[config.mk]
export PLATFORM = sky130hd
export DESIGN_NAME = clock_setting_button_controller_unit
export DESIGN_NICKNAME = d
export VERILOG_FILES = /design/src/rtl/csbc_pkg.sv /design/src/rtl/clock_setting_button_controller_unit.sv /design/src/rtl/csbc_in_reg.sv /design/src/rtl/csbc_update.sv /design/src/rtl/csbc_out_reg.sv
export VERILOG_INCLUDE_DIRS = /design/src /design/src/rtl
export SDC_FILE = /design/constraint.sdc
export NUM_CORES = 1
export LEC_CHECK = 0
export ABC_AREA = 1
export BUFFER_PORTS_ARGS = -buffer_cell sky130_fd_sc_hd__buf_2
export CELL_PAD_IN_SITES_DETAIL_PLACEMENT = 1
export CELL_PAD_IN_SITES_GLOBAL_PLACEMENT = 1
export CORE_ASPECT_RATIO = 1.1
export CORE_UTILIZATION = 45
export CTS_CLUSTER_DIAMETER = 120
export DETAILED_ROUTE_END_ITERATION = 8
export PLACE_DENSITY_LB_ADDON = 0.1
export REMOVE_ABC_BUFFERS = 1
export SYNTH_ARGS = -nofsm -noshare
export SYNTH_HDL_FRONTEND = slang
export SYNTH_SLANG_ARGS = --single-unit
[constraint.sdc]
create_clock -name clk_i -period 8.1 [get_ports clk_i]
set_input_delay 2.43 -clock clk_i [delete_from_list [all_inputs] [get_ports clk_i]]
set_output_delay 2.43 -clock clk_i [all_outputs]
set_load 0.005 [all_outputs]
[src/rtl/clock_setting_button_controller_unit_macros.svh]
// Assertion macros shared by the clock set-up button controller RTL.
// Included by each module that carries concurrent assertions; no other dependencies.
// Defining ASSERT_OFF removes every check.
`ifndef CLOCK_SETTING_BUTTON_CONTROLLER_UNIT_MACROS_SVH
`define CLOCK_SETTING_BUTTON_CONTROLLER_UNIT_MACROS_SVH

`ifndef ASSERT_OFF
// Check on every clock edge outside reset
`define CSBC_ASSERT(lbl, clk, rst_n, prop) \
  lbl: assert property (@(posedge clk) disable iff (!rst_n) prop) \
    else $error("csbc: assertion failed");
// Check on every clock edge, reset included
`define CSBC_ASSERT_ALWAYS(lbl, clk, prop) \
  lbl: assert property (@(posedge clk) prop) \
    else $error("csbc: assertion failed");
`else
`define CSBC_ASSERT(lbl, clk, rst_n, prop)
`define CSBC_ASSERT_ALWAYS(lbl, clk, prop)
`endif

`endif

[src/rtl/csbc_pkg.sv]
// Package for the clock set-up button controller: item types, mode codes, field limits.
// No dependencies; imported by every module of the block.
`timescale 1ns / 1ps
`default_nettype none

package csbc_pkg;

  // Configuration register width (long-press tick count)
  localparam int unsigned CfgW = 4;
  localparam logic [CfgW-1:0] LONG_PRESS_RESET = 4'd8;

  // Item command codes
  localparam logic CMD_TICK = 1'b0;
  localparam logic CMD_LOAD = 1'b1;

  // Operating modes
  typedef enum logic [1:0] {
    MODE_NORMAL = 2'd0,
    MODE_ALARM  = 2'd1,
    MODE_SETUP  = 2'd2
  } mode_e;

  // Field limits applied on an up press: value at or above LIMIT becomes TOP
  localparam logic [7:0] HOUR_LIMIT   = 8'd24;
  localparam logic [7:0] HOUR_TOP     = 8'd23;
  localparam logic [7:0] MINSEC_LIMIT = 8'd60;
  localparam logic [7:0] MINSEC_TOP   = 8'd59;
  localparam logic [7:0] MONTH_LIMIT  = 8'd13;
  localparam logic [7:0] MONTH_TOP    = 8'd12;
  localparam logic [7:0] DAY_LIMIT    = 8'd31;
  localparam logic [7:0] DAY_TOP      = 8'd30;

  // Last cursor position before wrapping to zero
  localparam logic [1:0] CURSOR_LAST = 2'd2;

  // Input item
  typedef struct packed {
    logic       command;
    logic       btn_mode;
    logic       btn_up;
    logic       btn_down;
    logic       btn_page;
    logic [4:0] rtc_hour;
    logic [5:0] rtc_minute;
    logic [5:0] rtc_second;
    logic [4:0] rtc_day;
    logic [3:0] rtc_month;
    logic [6:0] rtc_year;
  } in_item_t;

  // Result item
  typedef struct packed {
    logic [1:0] mode;
    logic [1:0] field_cursor;
    logic       date_page;
    logic       write_clock;
    logic [4:0] out_hour;
    logic [5:0] out_minute;
    logic [5:0] out_second;
    logic [4:0] out_day;
    logic [3:0] out_month;
    logic [7:0] out_year;
    logic       alarm_match;
  } out_item_t;

  // One set of clock fields: hour, minute, second, day, month, year (time set or alarm set)
  typedef struct packed {
    logic [4:0] hour;
    logic [5:0] minute;
    logic [5:0] second;
    logic [4:0] day;
    logic [3:0] month;
    logic [7:0] year;
  } field_set_t;

endpackage

`default_nettype wire

[src/rtl/clock_setting_button_controller_unit.sv]
// Clock set-up button controller: mode machine, field cursor and time/alarm field sets.
// Use: items come in on in_*, one result item per input item leaves on out_*.
// Input items are button ticks (command 0) or RTC loads (command 1); an item is taken
// at a clock edge with in_valid_i high and in_stall_o low, and a result likewise with
// out_valid_o high and out_stall_i low.
// Path: an accepted item passes the input register, then the update logic into the result
// register, whose valid flag drives out_valid_o.
// Throughput: one item per cycle while out_stall_i is low; the state update is a single
// pass of logic between the input register and the result register.
// Stall: while out_stall_i is high a full result register holds its item; an empty input
// register still takes one more item, then in_stall_o rises until the result is taken.
// Reset (rst_ni low, asynchronous): normal mode, cursor 0, time page, both field sets
// zero, long-press count 8, both registers empty.
// Configuration: cfg_we_i writes cfg_data_i to the long-press count; write only idle.
// Depends on csbc_pkg, csbc_in_reg, csbc_update and csbc_out_reg.
`timescale 1ns / 1ps
`default_nettype none

module clock_setting_button_controller_unit (
  input  logic                       clk_i,
  input  logic                       rst_ni,
  input  logic                       cfg_we_i,
  input  logic [csbc_pkg::CfgW-1:0]  cfg_data_i,
  input  logic                       in_valid_i,
  output logic                       in_stall_o,
  input  csbc_pkg::in_item_t         in_data_i,
  output logic                       out_valid_o,
  input  logic                       out_stall_i,
  output csbc_pkg::out_item_t        out_data_o
);
  import csbc_pkg::*;

  logic      pend_valid;
  in_item_t  pend_item;
  logic      advance;
  out_item_t res;

  // Input register
  csbc_in_reg u_in_reg (
    .clk_i      (clk_i),
    .rst_ni     (rst_ni),
    .in_valid_i (in_valid_i),
    .in_stall_o (in_stall_o),
    .in_data_i  (in_data_i),
    .advance_i  (advance),
    .valid_o    (pend_valid),
    .data_o     (pend_item)
  );

  // State update
  csbc_update u_update (
    .clk_i      (clk_i),
    .rst_ni     (rst_ni),
    .cfg_we_i   (cfg_we_i),
    .cfg_data_i (cfg_data_i),
    .advance_i  (advance),
    .item_i     (pend_item),
    .res_o      (res)
  );

  // Result register
  csbc_out_reg u_out_reg (
    .clk_i        (clk_i),
    .rst_ni       (rst_ni),
    .pend_valid_i (pend_valid),
    .res_i        (res),
    .advance_o    (advance),
    .out_valid_o  (out_valid_o),
    .out_stall_i  (out_stall_i),
    .out_data_o   (out_data_o)
  );

endmodule

`default_nettype wire

[src/rtl/csbc_in_reg.sv]
// Input register of the clock set-up button controller: holds one item until processed.
// Depends on csbc_pkg and the shared assertion macros.
`timescale 1ns / 1ps
`default_nettype none
`include "clock_setting_button_controller_unit_macros.svh"

module csbc_in_reg (
  input  logic                clk_i,
  input  logic                rst_ni,
  input  logic                in_valid_i,
  output logic                in_stall_o,
  input  csbc_pkg::in_item_t  in_data_i,
  input  logic                advance_i,
  output logic                valid_o,
  output csbc_pkg::in_item_t  data_o
);
  import csbc_pkg::*;

  logic     valid_q;
  in_item_t data_q;
  logic     load;

  // Register is free when empty or when its item moves on this cycle
  assign load       = !valid_q || advance_i;
  assign in_stall_o = !load;

  always_ff @(posedge clk_i or negedge rst_ni) begin
    if (!rst_ni) begin
      valid_q <= 1'b0;
    end else if (load) begin
      valid_q <= in_valid_i;
    end
  end

  // Payload, no reset
  always_ff @(posedge clk_i) begin
    if (load && in_valid_i) begin
      data_q <= in_data_i;
    end
  end

  assign valid_o = valid_q;
  assign data_o  = data_q;

  // Stall only ever holds back a full register
  `CSBC_ASSERT(a_stall_needs_item, clk_i, rst_ni, in_stall_o |-> valid_q)
  // A held item is not lost while stalled
  `CSBC_ASSERT(a_held_item_kept, clk_i, rst_ni, valid_q && !advance_i |=> valid_q)

endmodule

`default_nettype wire

[src/rtl/csbc_update.sv]
// Update logic of the clock set-up button controller: mode machine, cursor, page and both
// field sets, plus the long-press register. Depends on csbc_pkg and the assertion macros.
`timescale 1ns / 1ps
`default_nettype none
`include "clock_setting_button_controller_unit_macros.svh"

module csbc_update (
  input  logic                           clk_i,
  input  logic                           rst_ni,
  input  logic                           cfg_we_i,
  input  logic [csbc_pkg::CfgW-1:0]      cfg_data_i,
  input  logic                           advance_i,
  input  csbc_pkg::in_item_t             item_i,
  output csbc_pkg::out_item_t            res_o
);
  import csbc_pkg::*;

  // One field step: increment, or decrement stopping at zero, then optional clamp
  function automatic logic [7:0] step8(logic [7:0] v, logic inc, logic dec, logic clamp,
                                       logic [7:0] limit, logic [7:0] top);
    logic [7:0] r;
    r = v;
    if (inc) begin
      r = v + 8'd1;
    end else if (dec && (v != 8'd0)) begin
      r = v - 8'd1;
    end
    if (clamp && (r >= limit)) begin
      r = top;
    end
    return r;
  endfunction

  // Step a whole set; bit order of inc/dec: hour, minute, second, day, month, year
  function automatic field_set_t adjust_set(field_set_t s, logic [5:0] inc, logic [5:0] dec,
                                            logic clamp_time, logic clamp_date);
    field_set_t r;
    logic [7:0] h, mi, se, dy, mo, yr;
    h  = step8({3'b0, s.hour}, inc[0], dec[0], clamp_time, HOUR_LIMIT, HOUR_TOP);
    mi = step8({2'b0, s.minute}, inc[1], dec[1], clamp_time, MINSEC_LIMIT, MINSEC_TOP);
    se = step8({2'b0, s.second}, inc[2], dec[2], clamp_time, MINSEC_LIMIT, MINSEC_TOP);
    dy = step8({3'b0, s.day}, inc[3], dec[3], clamp_date, DAY_LIMIT, DAY_TOP);
    mo = step8({4'b0, s.month}, inc[4], dec[4], clamp_date, MONTH_LIMIT, MONTH_TOP);
    yr = step8(s.year, inc[5], dec[5], 1'b0, 8'hFF, 8'hFF);
    r.hour   = h[4:0];
    r.minute = mi[5:0];
    r.second = se[5:0];
    r.day    = dy[4:0];
    r.month  = mo[3:0];
    r.year   = yr;
    return r;
  endfunction

  logic [CfgW-1:0] long_press_q;
  mode_e           mode_q, mode_d, mode_mid;
  logic [3:0]      hold_q, hold_d, hold_inc;
  logic            flag_q, flag_d;
  logic [1:0]      cursor_q, cursor_d;
  logic            page_q, page_d;
  field_set_t      time_q, time_d, alarm_q, alarm_d;
  logic [2:0]      field_idx;
  logic [5:0]      sel;
  logic            press_up, press_down, press_page;
  logic [5:0]      inc_t, inc_a, dec_t, dec_a;

  // Long-press register
  always_ff @(posedge clk_i or negedge rst_ni) begin
    if (!rst_ni) begin
      long_press_q <= LONG_PRESS_RESET;
    end else if (cfg_we_i) begin
      long_press_q <= cfg_data_i;
    end
  end

  // Button priority after the mode button: up, then down, then page
  assign press_up   = item_i.btn_up;
  assign press_down = !item_i.btn_up && item_i.btn_down;
  assign press_page = !item_i.btn_up && !item_i.btn_down && item_i.btn_page;
  assign hold_inc   = hold_q + 4'd1;

  // Next state: an RTC load (ignored outside normal mode), else mode button first, then up/down/page
  always_comb begin
    mode_mid   = mode_q;
    mode_d     = mode_q;
    hold_d     = hold_q;
    flag_d     = flag_q;
    cursor_d   = cursor_q;
    page_d     = page_q;
    time_d     = time_q;
    alarm_d    = alarm_q;
    field_idx  = 3'd0;
    sel        = 6'd0;
    inc_t      = 6'd0;
    inc_a      = 6'd0;
    dec_t      = 6'd0;
    dec_a      = 6'd0;
    if (item_i.command == CMD_LOAD) begin
      // RTC reading is taken only in normal mode
      if (mode_q == MODE_NORMAL) begin
        time_d.hour   = item_i.rtc_hour;
        time_d.minute = item_i.rtc_minute;
        time_d.second = item_i.rtc_second;
        time_d.day    = item_i.rtc_day;
        time_d.month  = item_i.rtc_month;
        time_d.year   = {1'b0, item_i.rtc_year};
      end
    end else begin
      // Mode button: long-press counting in normal mode, cursor step elsewhere
      if (item_i.btn_mode) begin
        if (mode_q == MODE_NORMAL) begin
          if (hold_inc >= long_press_q) begin
            hold_d   = 4'd0;
            mode_mid = MODE_ALARM;
            flag_d   = 1'b0;
          end else begin
            hold_d = hold_inc;
            flag_d = 1'b1;
          end
        end else begin
          cursor_d = (cursor_q >= CURSOR_LAST) ? 2'd0 : cursor_q + 2'd1;
        end
      end else if (flag_q) begin
        // Released before the long-press count: enter setup
        mode_mid = MODE_SETUP;
        flag_d   = 1'b0;
        hold_d   = 4'd0;
        cursor_d = 2'd0;
      end

      // Selected field: cursor on the time page, cursor + 3 on the date page
      field_idx = page_q ? {1'b0, cursor_d} + 3'd3 : {1'b0, cursor_d};
      sel       = 6'd1 << field_idx;
      inc_t     = (press_up && (mode_mid == MODE_SETUP)) ? sel : 6'd0;
      inc_a     = (press_up && (mode_mid == MODE_ALARM)) ? sel : 6'd0;
      dec_t     = (press_down && (mode_mid == MODE_SETUP)) ? sel : 6'd0;
      dec_a     = (press_down && (mode_mid == MODE_ALARM)) ? sel : 6'd0;
      time_d    = adjust_set(time_q, inc_t, dec_t, press_up && !page_q, press_up && page_q);
      alarm_d   = adjust_set(alarm_q, inc_a, dec_a, press_up && !page_q, press_up && page_q);

      mode_d = mode_mid;
      // Page: to the date page, or back to the time page and normal mode
      if (press_page) begin
        if (page_q) begin
          page_d = 1'b0;
          mode_d = MODE_NORMAL;
        end else begin
          page_d = 1'b1;
        end
      end
    end
  end

  // Result of the item, taken from the updated state
  always_comb begin
    res_o.mode         = mode_d;
    res_o.field_cursor = cursor_d;
    res_o.date_page    = page_d;
    res_o.write_clock  = (mode_q == MODE_SETUP) && (mode_d != MODE_SETUP);
    res_o.out_hour     = time_d.hour;
    res_o.out_minute   = time_d.minute;
    res_o.out_second   = time_d.second;
    res_o.out_day      = time_d.day;
    res_o.out_month    = time_d.month;
    res_o.out_year     = time_d.year;
    res_o.alarm_match  = (time_d == alarm_d);
  end

  // Control state
  always_ff @(posedge clk_i or negedge rst_ni) begin
    if (!rst_ni) begin
      mode_q   <= MODE_NORMAL;
      hold_q   <= 4'd0;
      flag_q   <= 1'b0;
      cursor_q <= 2'd0;
      page_q   <= 1'b0;
      time_q   <= '0;
      alarm_q  <= '0;
    end else if (advance_i) begin
      mode_q   <= mode_d;
      hold_q   <= hold_d;
      flag_q   <= flag_d;
      cursor_q <= cursor_d;
      page_q   <= page_d;
      time_q   <= time_d;
      alarm_q  <= alarm_d;
    end
  end

  // A pending long press only exists in normal mode
  `CSBC_ASSERT(a_hold_in_normal, clk_i, rst_ni, flag_q |-> (mode_q == MODE_NORMAL))
  // Write strobe only when leaving setup
  `CSBC_ASSERT(a_write_from_setup, clk_i, rst_ni, advance_i && res_o.write_clock |-> (mode_q == MODE_SETUP))
  // Up press on the time page leaves the hour clamped
  `CSBC_ASSERT(a_hour_clamped, clk_i, rst_ni, advance_i && (item_i.command == CMD_TICK) && item_i.btn_up && !page_q |=> ({3'b0, time_q.hour} <= HOUR_TOP))
  // Cursor never reaches the unused code; reset may still be settling the register
  `CSBC_ASSERT_ALWAYS(a_cursor_range, clk_i, !rst_ni || (cursor_q != 2'd3))

endmodule

`default_nettype wire

[src/rtl/csbc_out_reg.sv]
// Result register of the clock set-up button controller, with the advance decision.
// Depends on csbc_pkg and the assertion macros.
`timescale 1ns / 1ps
`default_nettype none
`include "clock_setting_button_controller_unit_macros.svh"

module csbc_out_reg (
  input  logic                 clk_i,
  input  logic                 rst_ni,
  input  logic                 pend_valid_i,
  input  csbc_pkg::out_item_t  res_i,
  output logic                 advance_o,
  output logic                 out_valid_o,
  input  logic                 out_stall_i,
  output csbc_pkg::out_item_t  out_data_o
);
  import csbc_pkg::*;

  logic      valid_q;
  out_item_t data_q;

  // A pending item moves when the result register is empty or being taken
  assign advance_o = pend_valid_i && (!valid_q || !out_stall_i);

  always_ff @(posedge clk_i or negedge rst_ni) begin
    if (!rst_ni) begin
      valid_q <= 1'b0;
    end else if (!valid_q || !out_stall_i) begin
      valid_q <= pend_valid_i;
    end
  end

  // Payload, no reset
  always_ff @(posedge clk_i) begin
    if (advance_o) begin
      data_q <= res_i;
    end
  end

  assign out_valid_o = valid_q;
  assign out_data_o  = data_q;

  // An item that moves always lands in the result register
  `CSBC_ASSERT(a_advance_lands, clk_i, rst_ni, advance_o |=> valid_q)

endmodule

`default_nettype wire
==> results summary <==
The flow ran to the end, and the final reports show no timing, DRC or antenna violations. For this configuration, the core starts out at a cell density of 46.0%. The post-detailed-route DRC marker count is 0.

During I/O placement, the number of pins put on the boundary was 90. After clock tree synthesis, the repair step resized 0 gates. The peak supply drop came out at 148 uV. CTS built an H-tree with a depth of 4.

The leakage power came out at 6.36 nW. The routed layout has 11500 vias. Buffers added to address setup during post-CTS repair amount to 0. By count the netlist is led by nand2_1 (593), inv_1 (193), nand3_1 (128), nor2_1 (118), o21ai_0 (110). The critical path start-end classification is in -> out. The maximum number of pins on one net before global-route repair came out at 88. The cell count after placement came out at 2073. The die footprint came out at 26600 um2.

The number of antenna diodes in the final layout is 0. After clock tree synthesis, the flow added hold-fix buffers numbering 0. The area of all placed cells without fillers is 13100 um2. The share of post-route cells with drive strength above 1 is 10.7%. For the worst setup path, the data required time is 5.67 ns. The slowest stage of the critical path is the buf_2 cell. Setup repair after global routing left no endpoint under its margin.

In this run, the number of DRC markers left after iteration 0 of detailed routing was 583. The total global routing track utilization came out at 29.5%. The part of the Yosys area used for sequential elements came out at 38.3%. From synthesis to final layout, the design area changed by 11.7%. The post-layout net count is 1831. The horizontal die dimension is 156 um. The max-slew violation total from the final report came out at 0. The number of antenna violations at the first check in global routing came out at 0. The overall power consumption is 4.65 mW. The signal on the critical path passes through buf_2 > nand2_1 > nor2_1 > buf_2. The residual antenna-violating net count after detailed routing is 0.

The ratio of routed vias to standard cells came out at 5.46. By area the synthesized netlist is led by edfxtp_1 (20%), nand2_1 (19%), dfrtp_1 (18%). Along the worst path, the maximum fanout reaches 3. The worst-case setup margin in the final layout came out at 2.85 ns.

The post-synthesis instance total is 1680. The congestion estimate from routability-driven global placement came to 0.872. The number of global-route vias before repair is 11900. The first detailed-routing pass took 7 iterations. The largest total area in the synthesized netlist belongs to edfxtp_1. The first global-routing pass estimated 60900 um of wire. The count of port buffers added during placement came out at 89. Counting flops and latches in the post-synthesis netlist gives 163.

The worst-case headroom to the max-slew limit came out at 30.8%. The most common cell in the netlist is nand2_1. OpenSTA, run right after detailed placement, puts the worst setup slack at 2.83 ns. The number of buffers between clock root and the deepest sink is 2.

The number of max-capacitance violations reported is 0. The synthesized area divided by synthesized cell count is 6.96 um2. The post-detailed-placement half-perimeter wirelength came out at 26600 um. After floorplanning, the core was sized to cover 25400 um2.

The sort of element at the end of the critical path is an output pin. The total number of clock tree sinks is 163. The category of the worst setup path launch point is an input port. The total setup violations reported at the end of the flow is 0.

In the synthesized netlist the async set-or-reset flop fraction comes to 51.5%. The slew of the pin with the lowest slew margin is 1.04 ns. The worst hold slack after final layout is 0.498 ns. The time the worst path needs with I/O delays and setup is 5.25 ns. The cell area power density came out at 356 nW/um2. The arrival time of the worst setup path came out at 2.82 ns. The clock skew after layout is 0.0120 ns. The filler-free cell count of the finished design came out at 2105. The number of synthesized flops with an enable pin came out at 79. The root buffer cell chosen for the clock tree is clkbuf_16. The count of warnings emitted by yosys came out at 0.

The worst min-delay path category is reg -> reg. The TritonCTS clock tree is yes. The clock transition at the registers of the reported paths came out at 0.07 ns. Row generation in the floorplan step produced 61 rows. For this block, the routed nets add up to 37800 um of wire. The number of endpoints with negative hold slack in the final report came out at 0. For this run the aggregate overflow at the end of global routing stands at 0. The count of distinct cell types in the synthesized netlist is 46. The number of clock buffers added by TritonCTS is 17. The cell that appears most often on the critical path is buf_2. The die height came out at 171 um. The fraction of the cycle the final worst path needs came out at 64.8%. In the synthesized netlist the dominant register cell turns out to be dfrtp_1. The later pin in the worst-skew pair is clocked with a latency of 0.46 ns. The mapped cell area came out at 11700 um2. The post-detailed-route wirelength per cell came out at 18.0 um.

The placed instances occupy a cell area of 12500 um2. The maximum achievable frequency came out at 190 MHz. The delay contributed by the slowest stage of the critical path came out at 0.13 ns. The share of synthesized area in the top cell type comes to 20.3%.
==> worst max-delay path: cells and delay by family <==
| family | cells | cell delay, ns |
|---|---|---|
| buffers and inverters | 2 | 0.20 |
| AND/OR/NAND/NOR | 2 | 0.19 |
==> sequential cells by signal, indices dropped and copies added (netlist names), 2 cells and up <==
register and cells:
u_out_reg.out_data_o 41, u_update.time_q 34, u_update.cursor_q 2, u_update.hold_q 4, u_in_reg.data_o 38, u_update.mode_q 2
u_update.long_press_q 4, u_update.alarm_q 34
==> metal layers <==
| layer | vias to the layer above | global-route usage (%) | routed length (um) |
|---|---|---|---|
| li1 | 5604 | - | - |
| met2 | 198 | 53.8 | 19200 |
| met4 | 0 | 11.0 | 1040 |
| met3 | 66 | 3.98 | 1020 |
| met1 | 5633 | 35.1 | 16600 |
| met5 | - | 0 | 0 |
==> power breakdown <==
part           internal [mW]  total, mW  switching (mW)  leakage, nW
Combinational          0.735       2.38            1.65         4.29
Clock                  0.494      0.859           0.365        0.290
Sequential              1.13       1.40           0.269         1.78
Total                   2.36       4.65            2.28         6.36
==> layout make-up <==
cell class | count | area [um2]
multi-input cells | 1261 | 6260
flip-flops and latches | 163 | 4480
clock inverters | 12 | 159
inverters | 205 | 771
well taps | 346 | 433
clock buffers | 20 | 447
fillers | 3348 | 12400
repair buffers | 98 | 515
==> cells by family (layout without fill, tap and decap cells) <==
family | after synthesis | count (layout) | share of synthesized area (%)
muxes | 2 | 2 | 0.182
adders and majority gates | 38 | 38 | 4.07
AOI/OAI and AO/OA | 232 | 232 | 11.2
xor gates and xnor gates | 49 | 49 | 3.67
buffers and inverters | 256 | 335 | 8.33
DFF | 163 | 163 | 38.3
and+or+nand+nor | 940 | 940 | 34.3
==> metrics by stage <==
stage,TNS (ns),util (%)
after global routing,0,51.4
after floorplan,-21.85,-
after detailed placement,0,49.0
final,0,51.4
after global placement,0,49.0
after CTS,0,51.4
==> cells in the final DEF, fill, tap and decap left out, types with 28 or more instances in the layout <==
cell / synthesis / routed
o211ai_1: 28 / 28
edfxtp_1: 79 / 79
inv_1: 193 / 191
xor2_1: 39 / 39
nand2_1: 593 / 593
o21ai_0: 110 / 110
dfrtp_1: 83 / 83
buf_2: 2 / 88
a21oi_1: 53 / 53
nand3_1: 128 / 128
nor2_1: 118 / 116
ha_1: 38 / 38
nand4_1: 36 / 36
==> final timing paths <==
path                                         start                      end  slack [ns]  cells after the start
worst max-delay path                   out_stall_i               in_stall_o        2.85                      4
worst min-delay path              u_in_reg.valid_o    u_out_reg.out_valid_o        0.50                      2
worst max register to register  u_update.hold_q[0]  u_out_reg.out_data_o[0]        3.41                     28
worst min register to register    u_in_reg.valid_o    u_out_reg.out_valid_o        0.50                      2
max in group asynchronous                   rst_ni      u_update.time_q[14]        4.97                      2
min in group asynchronous                   rst_ni       u_update.time_q[4]        1.98                      1
Note: power is estimated with default switching activity, not from simulation.
